[config.mk]
export PLATFORM = sky130hd
export DESIGN_NAME = digital_input_on_off_delay_filter_top
export DESIGN_NICKNAME = d
export VERILOG_FILES = /design/src/sv/diodf_pkg.sv /design/src/sv/diodf_lane.sv /design/src/sv/diodf_merge.sv /design/src/sv/digital_input_on_off_delay_filter_top.sv
export SDC_FILE = /design/constraint.sdc
export NUM_CORES = 2
export LEC_CHECK = 0
export ABC_CLOCK_PERIOD_IN_PS = 4200
export BUFFER_PORTS_ARGS = -buffer_cell sky130_fd_sc_hd__buf_2
export CAP_MARGIN = 20
export CORE_MARGIN = 3
export CORE_UTILIZATION = 55
export CTS_CLUSTER_DIAMETER = 120
export DETAILED_ROUTE_END_ITERATION = 10
export PLACE_DENSITY_LB_ADDON = 0.2
export RECOVER_POWER = 100
export SLEW_MARGIN = 20
export SYNTH_ARGS = -nofsm -noshare
export SYNTH_HDL_FRONTEND = slang
export SYNTH_SLANG_ARGS = --single-unit
[constraint.sdc]
create_clock -name clk_i -period 4.2 [get_ports clk_i]
set_input_delay 0.21 -clock clk_i [delete_from_list [all_inputs] [get_ports clk_i]]
set_output_delay 0.21 -clock clk_i [all_outputs]
set_load 0.03 [all_outputs]
[src/sv/diodf_pkg.sv]
// Package with the constants and types of the on/off delay input filter.
package diodf_pkg;

  localparam int unsigned CHANNELS = 16;
  localparam int unsigned WORD_W = 16;
  localparam int unsigned TICK_W = 16;
  localparam int unsigned REG_IDX_W = 2;

  localparam logic [REG_IDX_W-1:0] REG_ENABLE_MASK = 2'd0;
  localparam logic [REG_IDX_W-1:0] REG_ON_DELAY = 2'd1;
  localparam logic [REG_IDX_W-1:0] REG_OFF_DELAY = 2'd2;

  typedef struct packed {
    logic [TICK_W-1:0] on_delay;
    logic [TICK_W-1:0] off_delay;
  } delay_cfg_t;

endpackage

[src/sv/diodf_lane.sv]
// One channel of the filter: mode, on and off timers and the previous level.
module diodf_lane (
  input  logic                 clk_i,
  input  logic                 rst_ni,
  input  logic                 step_i,
  input  logic                 enable_i,
  input  logic                 raw_i,
  input  diodf_pkg::delay_cfg_t dly_i,
  output logic                 level_o
);

  typedef enum logic [1:0] {
    MODE_NEUTRAL   = 2'd1,
    MODE_DELAY_ON  = 2'd2,
    MODE_DELAY_OFF = 2'd3
  } mode_e;

  mode_e                          mode_q, mode_d;
  logic [diodf_pkg::TICK_W-1:0]   on_q, on_d;
  logic [diodf_pkg::TICK_W-1:0]   off_q, off_d;
  logic                           last_q;
  logic                           filt;
  logic                           rise;
  logic                           fall;
  logic                           on_nz;
  logic                           off_nz;

  assign rise   = raw_i & ~last_q;
  assign fall   = ~raw_i & last_q;
  assign on_nz  = (on_q != '0);
  assign off_nz = (off_q != '0);

  always_comb begin
    filt   = raw_i;
    mode_d = mode_q;
    on_d   = on_q;
    off_d  = off_q;
    if (rise) begin
      unique case (mode_q)
        MODE_NEUTRAL: begin
          on_d   = dly_i.on_delay;
          filt   = 1'b0;
          mode_d = MODE_DELAY_ON;
        end
        MODE_DELAY_ON: begin
          on_d = dly_i.on_delay;
          filt = 1'b0;
        end
        MODE_DELAY_OFF: begin
          if (off_nz) begin
            off_d = off_q - 1'b1;
          end else begin
            mode_d = MODE_NEUTRAL;
          end
        end
        default: begin
          filt = raw_i;
        end
      endcase
    end else if (fall) begin
      unique case (mode_q)
        MODE_NEUTRAL: begin
          off_d  = dly_i.off_delay;
          filt   = 1'b1;
          mode_d = MODE_DELAY_OFF;
        end
        MODE_DELAY_ON: begin
          if (on_nz) begin
            on_d = on_q - 1'b1;
          end else begin
            mode_d = MODE_NEUTRAL;
            filt   = 1'b1;
          end
        end
        MODE_DELAY_OFF: begin
          off_d = dly_i.off_delay;
          filt  = 1'b1;
        end
        default: begin
          filt = raw_i;
        end
      endcase
    end else begin
      unique case (mode_q)
        MODE_DELAY_ON: begin
          if (on_nz) begin
            on_d = on_q - 1'b1;
            filt = 1'b0;
          end else begin
            mode_d = MODE_NEUTRAL;
          end
        end
        MODE_DELAY_OFF: begin
          if (off_nz) begin
            off_d = off_q - 1'b1;
            filt  = 1'b1;
          end else begin
            mode_d = MODE_NEUTRAL;
          end
        end
        default: begin
          filt = raw_i;
        end
      endcase
    end
  end

  assign level_o = enable_i ? filt : raw_i;

  always_ff @(posedge clk_i or negedge rst_ni) begin
    if (!rst_ni) begin
      mode_q <= MODE_NEUTRAL;
      on_q   <= '0;
      off_q  <= '0;
      last_q <= 1'b0;
    end else if (step_i && enable_i) begin
      mode_q <= mode_d;
      on_q   <= on_d;
      off_q  <= off_d;
      last_q <= raw_i;
    end
  end

endmodule

[src/sv/diodf_merge.sv]
// Output stage that gathers the lane levels into one word and holds it.
module diodf_merge (
  input  logic                         clk_i,
  input  logic                         rst_ni,
  input  logic                         valid_i,
  input  logic [diodf_pkg::CHANNELS-1:0] levels_i,
  input  logic                         out_ready_i,
  output logic                         ready_o,
  output logic                         out_valid_o,
  output logic [diodf_pkg::WORD_W-1:0] word_o
);

  logic                         valid_q;
  logic [diodf_pkg::WORD_W-1:0] word_q;
  logic                         load;

  assign ready_o = !valid_q || out_ready_i;
  assign load    = valid_i && ready_o;

  always_ff @(posedge clk_i or negedge rst_ni) begin
    if (!rst_ni) begin
      valid_q <= 1'b0;
    end else if (ready_o) begin
      valid_q <= valid_i;
    end
  end

  always_ff @(posedge clk_i) begin
    if (load) begin
      word_q <= diodf_pkg::WORD_W'(levels_i);
    end
  end

  assign out_valid_o = valid_q;
  assign word_o      = word_q;

endmodule

[src/sv/digital_input_on_off_delay_filter_top.sv]
// Top level of the on/off delay filter for a word of digital inputs.
// One request holds one raw word and gives one filtered word. The block takes a
// request every cycle: the enabled channel lanes update their state in the cycle
// the request is accepted, and the filtered word appears in the output register
// in the next cycle. A new request is taken whenever that register is empty or
// is being drained in the same cycle, so the sustained rate is one word per cycle.
module digital_input_on_off_delay_filter_top (
  input  logic                             clk_i,
  input  logic                             rst_ni,
  input  logic                             cfg_we_i,
  input  logic [diodf_pkg::REG_IDX_W-1:0]  cfg_idx_i,
  input  logic [diodf_pkg::TICK_W-1:0]     cfg_data_i,
  input  logic                             in_valid_i,
  output logic                             in_ready_o,
  input  logic [diodf_pkg::WORD_W-1:0]     raw_bits_i,
  output logic                             out_valid_o,
  input  logic                             out_ready_i,
  output logic [diodf_pkg::WORD_W-1:0]     filtered_bits_o
);

  logic [diodf_pkg::CHANNELS-1:0] enable_q;
  diodf_pkg::delay_cfg_t          dly_q;
  logic [diodf_pkg::CHANNELS-1:0] levels;
  logic                           step;

  always_ff @(posedge clk_i or negedge rst_ni) begin
    if (!rst_ni) begin
      enable_q <= '0;
      dly_q    <= '0;
    end else if (cfg_we_i) begin
      unique case (cfg_idx_i)
        diodf_pkg::REG_ENABLE_MASK: enable_q <= diodf_pkg::CHANNELS'(cfg_data_i);
        diodf_pkg::REG_ON_DELAY:    dly_q.on_delay <= cfg_data_i;
        diodf_pkg::REG_OFF_DELAY:   dly_q.off_delay <= cfg_data_i;
        default: begin
          enable_q <= enable_q;
        end
      endcase
    end
  end

  assign step = in_valid_i && in_ready_o;

  for (genvar g = 0; g < diodf_pkg::CHANNELS; g++) begin : g_lane
    diodf_lane u_lane (
      .clk_i    (clk_i),
      .rst_ni   (rst_ni),
      .step_i   (step),
      .enable_i (enable_q[g]),
      .raw_i    (raw_bits_i[g]),
      .dly_i    (dly_q),
      .level_o  (levels[g])
    );
  end

  diodf_merge u_merge (
    .clk_i       (clk_i),
    .rst_ni      (rst_ni),
    .valid_i     (in_valid_i),
    .levels_i    (levels),
    .out_ready_i (out_ready_i),
    .ready_o     (in_ready_o),
    .out_valid_o (out_valid_o),
    .word_o      (filtered_bits_o)
  );

endmodule

==> flow_summary.ini <==
[outcome]
status = finished, violations left
violations = max-capacitance violations, max-slew violations

[sta]
setup_ws_ns = 0.508
relSlewSlack_pct = -110
final.setup.tns_ns = 0
layout_min_cycle_time_ns = 3.69
rsz0062_at_grt = no
fin_crit_sh_pct = 87.9
hold_viol_final = 0
tightest_slew_ns = 3.15
fmax_mhz = 271
setup_viol = 0
clock_skew_ns = 0.0246
finalMaxSlewViolations = 511

[worst_setup_path]
start_kind = flip-flop
critPathMaxStageDelay_ns = 1.63
rr_worst_depth = 6
cp_max_fo = 13
critical_path_class = flip-flop to flip-flop
required_ns = 4.70
arrival_ns = 4.19
rr_startpoint = u_merge.out_valid_o$_DFFE_PN0N_
rrSetupSlack_ns = 0.51
r2r-end = g_lane[11].u_lane.off_q[9]$_DFFE_PN0P_
crit_slowest_cell = nor2_1
path_cells = nor2b_4 -> clkbuf_1 -> nor2_1 -> nand2_1 -> o32ai_1 -> a21oi_1
cp-end-kind = flip-flop

[min_path]
hp-start = in_valid_i
hold_path_class = input pin to flip-flop
whs_path_depth = 3
min_to = g_lane[15].u_lane.last_q$_DFFE_PN0P_

[yosys]
synthSimpleGateAreaFrac_pct = 24.5
synth_xor_xnor_area_share_pct = 0
synth_seq_cells = 625
synth_warnings = 0
synthCells = 5240
synth_area_per_cell_um2 = 8.40
ys_async_sr_fraction_pct = 97.4
yosysSeqAreaShare_pct = 35.8
synthAdderAreaFrac_pct = 5.00
synth-main-ff-cell = dfrtp_1
synthesis.area_mm2 = 0.0440
syn_nets = 5455
synth_top_family_by_area = compound AO/OA/AOI/OAI gates
synth_compound_area_share_pct = 27.2
synth_cell_types = 97
synth_edf_count = 16
synth_mux_area_share_pct = 2.12

[grt]
grt_pass1_vias = 39200
grt_remaining_overflow = 0
antenna_found_initial = 7
grt_usage_pct = 32.2
grt_max_degree = 112
grt_pass1_wl_um = 217000

[route]
drc = 0
wl_per_cell_um = 22.1
drt_first_pass_iters = 8
via_per_inst = 6.93
ant_nets = 0
finalWirelength_um = 138000
vias = 43400
drtIter0Drc = 4359

[finish]
nets = 5354
drive_gt1_share_pct = 7.71
synthToLayoutAreaGrowth_pct = 8.78

[placement]
io_buffers = 56
gp_congestion = 0.920
dp_slack_ns = 0.939
dp_hpwl_um = 86500

[pwr]
ir_drop_mv = 0.325
power_w = 0.0279
p_leak_nw = 18.8
p_per_area_mw_per_mm2 = 583

[floorplan]
start_util_pct = 55.6
die_w_um = 289
pin_count = 57
core_area_mm2 = 0.0791
num_rows = 103
die_area_mm2 = 0.0835
die_h_um = 289

[clock_network]
cts_tree = built
post-cts-setup-buffers = 0
clock_sinks = 625
cts_max_level = 3
cts_inserted_buffers = 75
path_clk_slew_ns = 0.06
clk_latency_ns = 0.63
cts_root_buffer = clkbuf_16
clockBufferDepth = 3

[run]
drv_cap = 24
logic make-up after synthesis:
| group | after synthesis |
|---|---|
| muxes | 87 |
| buffers and inverters | 626 |
| adders and majority gates | 176 |
| AOI/OAI and AO/OA | 1682 |
| DFF | 625 |
| and+or+nand+nor | 2044 |
cells in the mapped netlist (all sizes together) (44+ instances only):
cell type	number	area share (%)
nand3	200	2.3
and2	44	0.63
o21a	63	1.1
nor3b	47	0.80
and3	69	0.98
nand2	371	3.2
ha	176	5.0
or3	76	1.1
mux2	50	1.3
inv	247	2.1
clkbuf	335	2.9
dfrtp	593	34
nor2	413	3.5
o211ai	75	1.3
or2	48	0.68
a2bb2oi	89	1.8
nor4	138	2.0
a22oi	44	0.75
a211oi	45	0.78
o22ai	130	1.8
a21oi	287	3.3
a31oi	86	1.2
or4	67	1.2
o21ai	271	3.1
nor3	259	3.0
o32ai	84	1.7
nand4	112	1.6
cell type report:
cell class                 count  area (µm²)
timing repair buffer         199        1290
inverter                     249         936
tap                         1050        1310
clock inverter                40         557
sequential                   625       15700
clock buffer                  99        2140
multi-input combinational   3989       25900
antenna                        4        10.0
fill                        6971       31200
power by group:
group          switching, W  internal, W  leakage, nW
logic               0.00600      0.00411         10.1
clock network       0.00278      0.00435         1.34
registers           0.00278      0.00790         7.32
total                0.0116       0.0164         18.8
how the worst max path moves through the flow:
stage	endpoint	slack, ns	cells past startpoint	from
6_report	g_lane[11].u_lane.off_q[9]$_DFFE_PN0P_	0.51	6	u_merge.out_valid_o$_DFFE_PN0N_
5_1_grt	g_lane[4].u_lane.off_q[5]$_DFFE_PN0P_	0.41	8	g_lane[4].u_lane.last_q$_DFFE_PN0P_
4_1_cts	g_lane[10].u_lane.on_q[15]$_DFFE_PN0P_	0.98	7	u_merge.out_valid_o$_DFFE_PN0N_
3_5_place_dp	g_lane[10].u_lane.on_q[15]$_DFFE_PN0P_	0.94	7	u_merge.out_valid_o$_DFFE_PN0N_
3_3_place_gp	g_lane[10].u_lane.on_q[0]$_DFFE_PN0P_	1.11	7	u_merge.out_valid_o$_DFFE_PN0N_
2_1_floorplan	g_lane[0].u_lane.on_q[12]$_DFFE_PN0P_	1.65	8	u_merge.out_valid_o$_DFFE_PN0N_
critical path: cells and delay by family, from the launching register on:
family | cells | cell delay, ns
and+or+nand+nor | 3 | 2.28
AOI/OAI and AO/OA | 2 | 0.45
buffers and inverters | 1 | 0.44
DFF | 1 | 0.39
layout by cell type (no fill, tap or decap), types with 47 or more instances in the layout:
master     netlist  final
inv_1          247    246
clkbuf_16        0     77
o22ai_1        130    130
a2bb2oi_1       89     89
o32ai_1         84     84
nand3_1        200    200
nand2_1        371    371
ha_1           176    176
clkbuf_1       334     80
or4_1           65     65
dfrtp_1        593    593
nor3b_1         47     47
nor4_1         134    132
or3_1           73     74
nor3_1         257    257
nand4_1        112    112
o211ai_1        75     75
buf_4            0     52
o21a_1          63     63
nor2_1         412    413
a21oi_1        287    287
a31oi_1         86     86
o21ai_0        261    265
and3_1          69     69
mux2_2          50     50
metal layers:
| layer | GRT usage [%] | vias to the layer above | wire (µm) |
|---|---|---|---|
| li1 | - | 20000 | - |
| met1 | 45.6 | 21100 | 59700 |
| met2 | 49.0 | 1939 | 60200 |
| met3 | 5.57 | 319 | 12700 |
| met4 | 12.9 | 0 | 5790 |
| met5 | 0 | - | 0 |
sequential cells by signal, summed over array words and instances, names as in the netlist:
signal	cells
g_lane.u_lane.on_q	256
g_lane.u_lane.last_q	16
dly_q	32
g_lane.u_lane.off_q	256
u_merge.out_valid_o	1
u_merge.word_o	16
g_lane.u_lane.mode_q	32
enable_q	16
metrics by stage:
stage          std cells  hold WS (ns)  utilization, %  instance area, µm²
6_report            6255         0.272            60.5               47900
5_1_grt             6252         0.262            60.5               47900
4_1_cts             6250         0.220            60.9               48200
3_5_place_dp        6078         0.383            57.0               45100
3_3_place_gp        6078         0.373            57.0               45100
2_1_floorplan       5240       -0.0856               -               44000
timing repair:
action | 4_1_cts | 5_1_grt
hold endpoints to repair | 168 | 0
setup endpoints to repair | 0 | 0
resized for setup | 0 | 0
hold buffers | 33 | 0
Note: power is estimated with default switching activity, not from simulation.
